===== config.mk =====
export PLATFORM = sky130hd
export DESIGN_NAME = connection_timeout_timer_table_unit
export DESIGN_NICKNAME = d
export VERILOG_FILES = /design/src/sv/ctt_pkg.sv /design/src/sv/ctt_front.sv /design/src/sv/ctt_back.sv /design/src/sv/connection_timeout_timer_table_unit.sv
export SDC_FILE = /design/constraint.sdc
export NUM_CORES = 2
export LEC_CHECK = 0
export BUFFER_PORTS_ARGS = -buffer_cell sky130_fd_sc_hd__buf_2
export CORE_MARGIN = 8
export CORE_UTILIZATION = 25
export DETAILED_ROUTE_END_ITERATION = 12
export GPL_ROUTABILITY_DRIVEN = 0
export PLACE_DENSITY = 0.52
export SLEW_MARGIN = 20
export SYNTH_ARGS = -nofsm -noshare
export SYNTH_HDL_FRONTEND = slang
export SYNTH_SLANG_ARGS = --single-unit

===== constraint.sdc =====
create_clock -name clk_i -period 7.69 [get_ports clk_i]
set_input_delay 0.3845 -clock clk_i [delete_from_list [all_inputs] [get_ports clk_i]]
set_output_delay 0.3845 -clock clk_i [all_outputs]
set_load 0.02 [all_outputs]

===== src/sv/ctt_pkg.sv =====
`timescale 1ns / 1ps
// ----------------------------------------------------------------------------
// ctt_pkg
// Shared types and constants of the connection timeout timer table.
// ----------------------------------------------------------------------------
package ctt_pkg;

  localparam int unsigned MaxSlotsDefault = 64;
  localparam int unsigned CmdW = 2;
  localparam int unsigned SlotW = 6;
  localparam int unsigned TimeoutW = 20;
  localparam int unsigned KindW = 2;
  localparam int unsigned NextW = 21;
  localparam int unsigned TimeW = 32;
  localparam int unsigned ResultCap = 64;
  localparam logic [NextW-1:0] NextMax = 21'd1048575;
  localparam logic [NextW-1:0] NextNone = '1;

  localparam logic [CmdW-1:0] CmdAdd = 2'd0;
  localparam logic [CmdW-1:0] CmdDel = 2'd1;
  localparam logic [CmdW-1:0] CmdTick = 2'd2;

  localparam logic [KindW-1:0] KindAck = 2'd0;
  localparam logic [KindW-1:0] KindFired = 2'd1;
  localparam logic [KindW-1:0] KindEmpty = 2'd2;

  typedef struct packed {
    logic [CmdW-1:0]     cmd;
    logic [SlotW-1:0]    slot;
    logic [TimeoutW-1:0] timeout;
  } cmd_t;

endpackage


===== src/sv/ctt_front.sv =====
`timescale 1ns / 1ps
// ----------------------------------------------------------------------------
// ctt_front
// Accepts command beats into a two-entry queue toward the scan engine.
// ----------------------------------------------------------------------------
module ctt_front
  import ctt_pkg::*;
(
  input  logic             clk_i,
  input  logic             rst_ni,
  input  logic             valid_i,
  output logic             stall_o,
  input  cmd_t             cmd_i,
  output logic             q_valid_o,
  input  logic             q_pop_i,
  output cmd_t             q_data_o
);

  cmd_t       mem_q [2];
  logic       wr_q, rd_q;
  logic [1:0] cnt_q;
  logic       push;

  assign stall_o   = (cnt_q == 2'd2);
  assign push      = valid_i && !stall_o;
  assign q_valid_o = (cnt_q != 2'd0);
  assign q_data_o  = mem_q[rd_q];

  always_ff @(posedge clk_i) begin
    if (push) begin
      mem_q[wr_q] <= cmd_i;
    end
  end

  always_ff @(posedge clk_i or negedge rst_ni) begin
    if (!rst_ni) begin
      wr_q  <= 1'b0;
      rd_q  <= 1'b0;
      cnt_q <= 2'd0;
    end else begin
      if (push) wr_q <= ~wr_q;
      if (q_pop_i) rd_q <= ~rd_q;
      cnt_q <= cnt_q + {1'b0, push} - {1'b0, q_pop_i};
    end
  end

  assert property (@(posedge clk_i) disable iff (!rst_ni) cnt_q <= 2'd2)
    else $error("queue count overflow");
  assert property (@(posedge clk_i) disable iff (!rst_ni) q_pop_i |-> q_valid_o)
    else $error("pop from empty queue");
  assert property (@(posedge clk_i) disable iff (!rst_ni)
    (cnt_q == 2'd0 && !push) |=> cnt_q == 2'd0)
    else $error("queue count changed without push");

endmodule


===== src/sv/ctt_back.sv =====
`timescale 1ns / 1ps
// ----------------------------------------------------------------------------
// ctt_back
// Scan engine: applies commands, scans the slot table for the earliest
// expiry, and emits result beats through an output register.
// ----------------------------------------------------------------------------
module ctt_back
  import ctt_pkg::*;
#(
  parameter int unsigned MaxSlots = MaxSlotsDefault
) (
  input  logic             clk_i,
  input  logic             rst_ni,
  input  logic             q_valid_i,
  output logic             q_pop_o,
  input  cmd_t             q_data_i,
  output logic             valid_o,
  input  logic             stall_i,
  output logic [KindW-1:0] kind_o,
  output logic [SlotW-1:0] fired_slot_o,
  output logic signed [NextW-1:0] next_expire_o,
  output logic             last_o
);

  localparam int unsigned IdxW = (MaxSlots > 1) ? $clog2(MaxSlots) : 1;
  localparam int unsigned CntW = $clog2(MaxSlots + 1);
  localparam logic [CntW-1:0] LastIdx = CntW'(MaxSlots - 1);

  localparam logic [2:0] StIdle = 3'd0;
  localparam logic [2:0] StScan = 3'd1;
  localparam logic [2:0] StRd   = 3'd2;
  localparam logic [2:0] StEval = 3'd3;
  localparam logic [2:0] StOut  = 3'd4;

  logic [TimeW-1:0] exp_mem [MaxSlots];
  logic [MaxSlots-1:0] armed_q;
  logic [TimeW-1:0] now_q;
  logic [2:0]       st_q;
  cmd_t             cur_q;
  logic [CntW-1:0]  idx_q;
  logic [IdxW-1:0]  rd_idx_q;
  logic             rd_vld_q;
  logic [TimeW-1:0] rd_data_q;
  logic             best_vld_q;
  logic [IdxW-1:0]  best_idx_q;
  logic signed [TimeW-1:0] best_left_q;
  logic [6:0]       nfired_q;
  logic [SlotW-1:0] pend_slot_q;
  logic             ovalid_q;
  logic [KindW-1:0] kind_q;
  logic [SlotW-1:0] slot_q;
  logic [NextW-1:0] next_q;
  logic             last_q;

  logic signed [TimeW-1:0] left;
  logic             in_range;
  logic [IdxW-1:0]  cur_idx;
  logic [NextW-1:0] next_val;
  logic             fire;
  logic             is_tick;
  logic             out_free;
  logic             emit;

  assign left     = signed'(rd_data_q - now_q);
  assign in_range = ({{(32-SlotW){1'b0}}, cur_q.slot} < 32'(MaxSlots));
  assign cur_idx  = IdxW'(cur_q.slot);
  assign fire     = best_vld_q && (best_left_q <= 0) && (nfired_q < 7'(ResultCap));
  assign is_tick  = (cur_q.cmd == CmdTick);
  assign out_free = !ovalid_q || !stall_i;
  // The first expiry of a tick is only reported after its rescan.
  assign emit     = (st_q == StOut) && out_free &&
                    !(is_tick && nfired_q == '0 && fire);

  always_comb begin
    if (!best_vld_q) next_val = NextNone;
    else if (best_left_q < 0) next_val = '0;
    else if (best_left_q > signed'(32'(NextMax))) next_val = NextMax;
    else next_val = best_left_q[NextW-1:0];
  end

  assign q_pop_o       = (st_q == StIdle) && q_valid_i && !ovalid_q;
  assign valid_o       = ovalid_q;
  assign kind_o        = kind_q;
  assign fired_slot_o  = slot_q;
  assign next_expire_o = signed'(next_q);
  assign last_o        = last_q;

  always_ff @(posedge clk_i) begin
    if (st_q == StScan && cur_q.cmd == CmdAdd && idx_q == '0 && in_range) begin
      exp_mem[cur_idx] <= now_q + {{(TimeW-TimeoutW){1'b0}}, cur_q.timeout};
    end
    rd_data_q <= exp_mem[idx_q[IdxW-1:0]];
  end

  always_ff @(posedge clk_i or negedge rst_ni) begin
    if (!rst_ni) begin
      armed_q    <= '0;
      now_q      <= '0;
      st_q       <= StIdle;
      cur_q      <= '0;
      idx_q      <= '0;
      rd_idx_q   <= '0;
      rd_vld_q   <= 1'b0;
      best_vld_q <= 1'b0;
      best_idx_q <= '0;
      best_left_q <= '0;
      nfired_q   <= '0;
      pend_slot_q <= '0;
      ovalid_q   <= 1'b0;
      kind_q     <= '0;
      slot_q     <= '0;
      next_q     <= '0;
      last_q     <= 1'b0;
    end else begin
      if (emit) ovalid_q <= 1'b1;
      else if (!stall_i) ovalid_q <= 1'b0;
      unique case (st_q)
        StIdle: begin
          if (q_pop_o) begin
            cur_q    <= q_data_i;
            idx_q    <= '0;
            nfired_q <= '0;
            st_q     <= StScan;
            if (q_data_i.cmd == CmdTick) now_q <= now_q + 1'b1;
          end
        end
        StScan: begin
          // First pass cycle applies add or delete before the sweep.
          if (idx_q == '0 && in_range) begin
            if (cur_q.cmd == CmdAdd) armed_q[cur_idx] <= 1'b1;
            else if (cur_q.cmd == CmdDel) armed_q[cur_idx] <= 1'b0;
          end
          best_vld_q <= 1'b0;
          rd_idx_q   <= '0;
          rd_vld_q   <= 1'b0;
          idx_q      <= '0;
          st_q       <= StRd;
        end
        StRd: begin
          // One slot read per StRd/StEval pair; data lands in rd_data_q next cycle.
          rd_idx_q <= idx_q[IdxW-1:0];
          rd_vld_q <= armed_q[idx_q[IdxW-1:0]];
          st_q     <= StEval;
        end
        StEval: begin
          if (rd_vld_q && (!best_vld_q || left < best_left_q)) begin
            best_vld_q  <= 1'b1;
            best_idx_q  <= rd_idx_q;
            best_left_q <= left;
          end
          if (idx_q == LastIdx) st_q <= StOut;
          else begin
            idx_q <= idx_q + 1'b1;
            st_q  <= StRd;
          end
        end
        default: begin
          if (out_free) begin
            if (emit) begin
              next_q <= next_val;
              if (is_tick && nfired_q != '0) begin
                // The slot fired before this sweep; last once nothing else is due or the fire cap is reached.
                kind_q <= KindFired;
                slot_q <= pend_slot_q;
                last_q <= !fire;
              end else if (is_tick) begin
                kind_q <= KindEmpty;
                slot_q <= '0;
                last_q <= 1'b1;
              end else begin
                kind_q <= KindAck;
                slot_q <= '0;
                last_q <= 1'b1;
              end
            end
            if (is_tick && fire) begin
              armed_q[best_idx_q] <= 1'b0;
              pend_slot_q <= SlotW'(best_idx_q);
              nfired_q    <= nfired_q + 1'b1;
              st_q        <= StScan;
              idx_q       <= CntW'(1);
            end else begin
              st_q <= StIdle;
            end
          end
        end
      endcase
    end
  end

  assert property (@(posedge clk_i) disable iff (!rst_ni)
    (valid_o && stall_i) |=> valid_o)
    else $error("result beat dropped");
  assert property (@(posedge clk_i) disable iff (!rst_ni)
    nfired_q <= 7'(ResultCap))
    else $error("fire count beyond cap");
  assert property (@(posedge clk_i) disable iff (!rst_ni)
    q_pop_o |-> st_q == StIdle)
    else $error("pop while busy");

endmodule


===== src/sv/connection_timeout_timer_table_unit.sv =====
`timescale 1ns / 1ps
// The back end handles one command at a time and pops no new one until its
// results are out; a tick that fires k slots takes (k+1) table sweeps, each
// reading one slot per StRd/StEval pair.
// Reset: asynchronous, clears the clock, armed marks, queue and output.
// The expiry memory is not cleared; armed marks gate every read.
// ----------------------------------------------------------------------------
// connection_timeout_timer_table_unit
// Timer table: a command queue front and a scanning back end.
// ----------------------------------------------------------------------------
module connection_timeout_timer_table_unit
  import ctt_pkg::*;
#(
  parameter int unsigned MaxSlots = MaxSlotsDefault
) (
  input  logic                    clk_i,
  input  logic                    rst_ni,
  input  logic                    valid_i,
  output logic                    stall_o,
  input  logic [CmdW-1:0]         cmd_i,
  input  logic [SlotW-1:0]        conn_slot_i,
  input  logic [TimeoutW-1:0]     timeout_ms_i,
  output logic                    valid_o,
  input  logic                    stall_i,
  output logic [KindW-1:0]        kind_o,
  output logic [SlotW-1:0]        fired_slot_o,
  output logic signed [NextW-1:0] next_expire_o,
  output logic                    last_o
);

  cmd_t in_beat, q_data;
  logic q_valid, q_pop;

  assign in_beat = '{cmd: cmd_i, slot: conn_slot_i, timeout: timeout_ms_i};

  ctt_front u_front (
    .clk_i, .rst_ni, .valid_i, .stall_o, .cmd_i(in_beat),
    .q_valid_o(q_valid), .q_pop_i(q_pop), .q_data_o(q_data)
  );

  ctt_back #(.MaxSlots(MaxSlots)) u_back (
    .clk_i, .rst_ni, .q_valid_i(q_valid), .q_pop_o(q_pop), .q_data_i(q_data),
    .valid_o, .stall_i, .kind_o, .fired_slot_o, .next_expire_o, .last_o
  );

endmodule


==> impl_metrics.env <==
export IMPL_status="finished clean"
export IMPL_m1WireLength_um=118000
export IMPL_maxSlewHeadroom_pct=26.7
export IMPL_drt_total_wl_um=267000
export IMPL_synth_nets=4916
export IMPL_drive_gt1_share_pct=27.4
export IMPL_vias=48900
export IMPL_drc=0
export IMPL_ctsLongestPathBuffers=3
export IMPL_path_buf_inv=2
export IMPL_power_density_nw_per_um2=323
export IMPL_cts_buffers=238
export IMPL_routed_via_density=4.76
export IMPL_dieWidth_um=634
export IMPL_dieArea_um2=402000
export IMPL_wl_per_cell_um=26.0
export IMPL_synth_cell_types=71
export IMPL_wl_met3_um=16000
export IMPL_synth_seq_cells=2364
export IMPL_mostFrequentLayoutCells="edfxtp_1, mux4_2, clkbuf_16"
export IMPL_cts_tree="yes"
export IMPL_highest_layer="met5"
export IMPL_syn_area_per_cell_um2=19.9
export IMPL_worstPathCellList="inv_1 > ha_1 > a21o_1 > or3_1 > o22a_1 > a31oi_1 > o21a_1 > o21ai_0 > xnor2_1 > ha_1 > and4_1 > o21ai_0 > o31ai_1 > a221oi_1 > o41ai_2 > buf_4 > mux2_2"
export IMPL_cp_slowest_cell="o41ai_2"
export IMPL_fmax_mhz=176
export IMPL_synth_edff_count=2104
export IMPL_critPathTopFamily="compound AO/OA/AOI/OAI gates"
export IMPL_wl_met2_um=127000
export IMPL_antenna_found_initial=19
export IMPL_p_sw_mw=10.9
export IMPL_ir_drop_v=0.000266
export IMPL_period_needed_ns=5.68
export IMPL_rsz0062_at_grt="false"
export IMPL_grt_max_degree=130
export IMPL_io_buffers=63
export IMPL_h_tree_depth=4
export IMPL_finalSetupViolCount=0
export IMPL_p_total_mw=36.0
export IMPL_grt_ovfl_total=0
export IMPL_area_growth_pct=16.6
export IMPL_postCtsSetupBuffers=0
export IMPL_initial_utilization_pct=25.0
export IMPL_period_share_pct=73.9
export IMPL_holdCritPathClass="in2async"
export IMPL_final_hold_violation_count=0
export IMPL_comb_power_share_pct=23.6
export IMPL_die_height_um=634
export IMPL_crit_fanout=30
export IMPL_fin_nets=5125
export IMPL_pwr_share_seq_pct=43.5
export IMPL_cp_data_required_time_ns=8.38
export IMPL_worstSetupPathType="reg2reg"
export IMPL_ys_async_sr_fraction_pct=9.64
export IMPL_num_io_pins=64
export IMPL_p_int_mw=25.2
export IMPL_slowest_delay_ns=0.89
export IMPL_worstPathArrival_ns=6.37
export IMPL_clock_skew_final_ns=0.107
export IMPL_core_area_um2=381000
export IMPL_finalSetupTns_ns=0
export IMPL_synth_flop_cell="edfxtp_1"
export IMPL_swShare_pct=30.1
export IMPL_cts_root_buf="clkbuf_16"
export IMPL_tightestPinTransition_ns=1.09
export IMPL_maxSlewViolCount=0
export IMPL_ys_seq_area_share_pct=72.8
export IMPL_gr_usage_all_layers_pct=13.0
export IMPL_max_cap_violations=0
export IMPL_synth_area_um2=95500
export IMPL_first_pass_iters=6
export IMPL_num_rows=227
export IMPL_dr_first_iter_drc_count=5622
export IMPL_pwr_share_clk_pct=32.8
export IMPL_cts_sinks=2364
export IMPL_cp_end_kind="flip-flop"
export IMPL_ant_nets=0
export IMPL_start_kind="flip-flop"
export IMPL_ys_warn_count=0
export IMPL_grt_pass1_wl_um=377000
export IMPL_layout_commonest_cell="edfxtp_1"
export IMPL_clkLatencyLatePin_ns=0.91
export IMPL_grt_pass1_vias=49700
export IMPL_p_leak_nw=37.3
export IMPL_dpl_hpwl_um=150000
export IMPL_syn_inst=4793
export IMPL_clk_pin_slew_ns=0.06
-- sequential cells by signal, indices dropped and copies added (netlist names), 7 cells and up, named ones only --
name	count
u_back.idx_q	7
u_back.exp_mem	2048
u_back.cur_q	22
u_back.nfired_q	7
u_back.now_q	32
u_back.next_expire_o	21
u_back.best_left_q	32
u_front.mem_q	56
u_back.rd_data_q	32
-- worst register-to-register path, stage by stage (launching register included) --
cell and delay, ns:
dfrtp_1 0.45, inv_1 0.08, ha_1 0.32, a21o_1 0.21, or3_1 0.33, o22a_1 0.20, a31oi_1 0.40, o21a_1 0.20
o21ai_0 0.10, xnor2_1 0.17, ha_1 0.33, and4_1 0.21, o21ai_0 0.12, o31ai_1 0.36, a221oi_1 0.19, o41ai_2 0.89
buf_4 0.54, mux2_2 0.41
-- cells by family (layout without fill, tap and decap cells) --
kind of cell	after synthesis	in the layout	share of synthesized area, %
mux	760	760	17.1
other cells	0	20	0
compound gates	523	523	3.57
xor+xnor	90	90	0.826
simple gates	601	601	2.89
flops	2364	2364	72.8
buf+inv	364	785	1.56
fa+ha+maj	91	91	1.21
-- metrics by stage --
stage / instance area [um2] / setup slack [ns] / instances / util [%] / hold WS [ns]
finish: 111000 / 2.01 / 10300 / 29.2 / 0.180
global route: 111000 / 1.66 / 10300 / 29.2 / 0.206
CTS: 111000 / 1.97 / 10300 / 29.2 / 0.142
detailed placement: 103000 / 2.05 / 9767 / 27.0 / 0.465
global placement: 103000 / 2.08 / 9767 / 27.0 / 0.458
floorplan: 95500 / 0.373 / 4793 / - / 0.0889
-- power groups by stage --
stage	sequential, mW	clock (mW)	combinational (mW)
2_1_floorplan	15.6	0	5.57
3_5_place_dp	15.9	0	8.61
3_3_place_gp	15.9	0	8.52
4_1_cts	15.7	12.1	8.65
5_1_grt	15.7	12.6	9.07
6_report	15.7	11.8	8.51
-- synth_stat cells, types with 14 or more instances --
cell type	instances	area [um2]
dfrtp_1	228	5710
nand2_1	180	676
nor3_1	57	285
a21o_1	20	150
clkbuf_1	179	672
mux2_2	37	417
buf_1	32	120
a22o_1	21	184
buf_2	48	240
xnor2_1	68	596
dfxtp_1	32	641
xor2_1	22	193
mux2i_1	30	300
edfxtp_1	2104	63200
inv_1	91	342
o21ai_0	158	791
o22a_1	65	569
nand3_1	26	130
mux4_2	693	15600
nand4_1	25	156
a21oi_1	111	556
nor4_1	14	87.6
nor2_1	208	781
a22oi_1	38	285
ha_1	89	1110
a32oi_1	28	245
-- metal layers --
metal	vias up	global-route usage, %
li1	20200	-
met1	26600	18.2
met2	1699	21.0
met3	354	2.11
met4	2	3.21
met5	-	0
-- path summary, 6_finish.rpt --
check / from / to / slack [ns] / cells past startpoint
setup / recovery: u_back.now_q[4] / u_back.best_left_q[12] / 2.01 / 17
hold / removal: rst_ni / u_back.fired_slot_o[4] / 0.18 / 2
setup reg to reg: u_back.now_q[4] / u_back.best_left_q[12] / 2.01 / 17
hold reg to reg: u_back.kind_o[0] / u_back.kind_o[0] / 0.48 / 1
max in group asynchronous: rst_ni / u_back.cur_q[15] / 6.20 / 3
min in group clk_i: conn_slot_i[4] / u_front.mem_q[1][24] / 0.26 / 2
-- repair_timing --
action	in CTS	in global routing
hold buffers	31	0
gates resized for setup	0	0
hold endpoints to repair	159	0
-- cell type report --
class / instances / area, um2
multi-input cells: 2065 / 25200
repair buffers: 241 / 1860
flip-flops and latches: 2364 / 69500
diodes: 20 / 50.0
clock inverters: 142 / 1650
clock buffers: 310 / 6390
fillers: 37100 / 270000
well taps: 5038 / 6300
inverters: 92 / 347
Power figures use the tool's default switching activity.
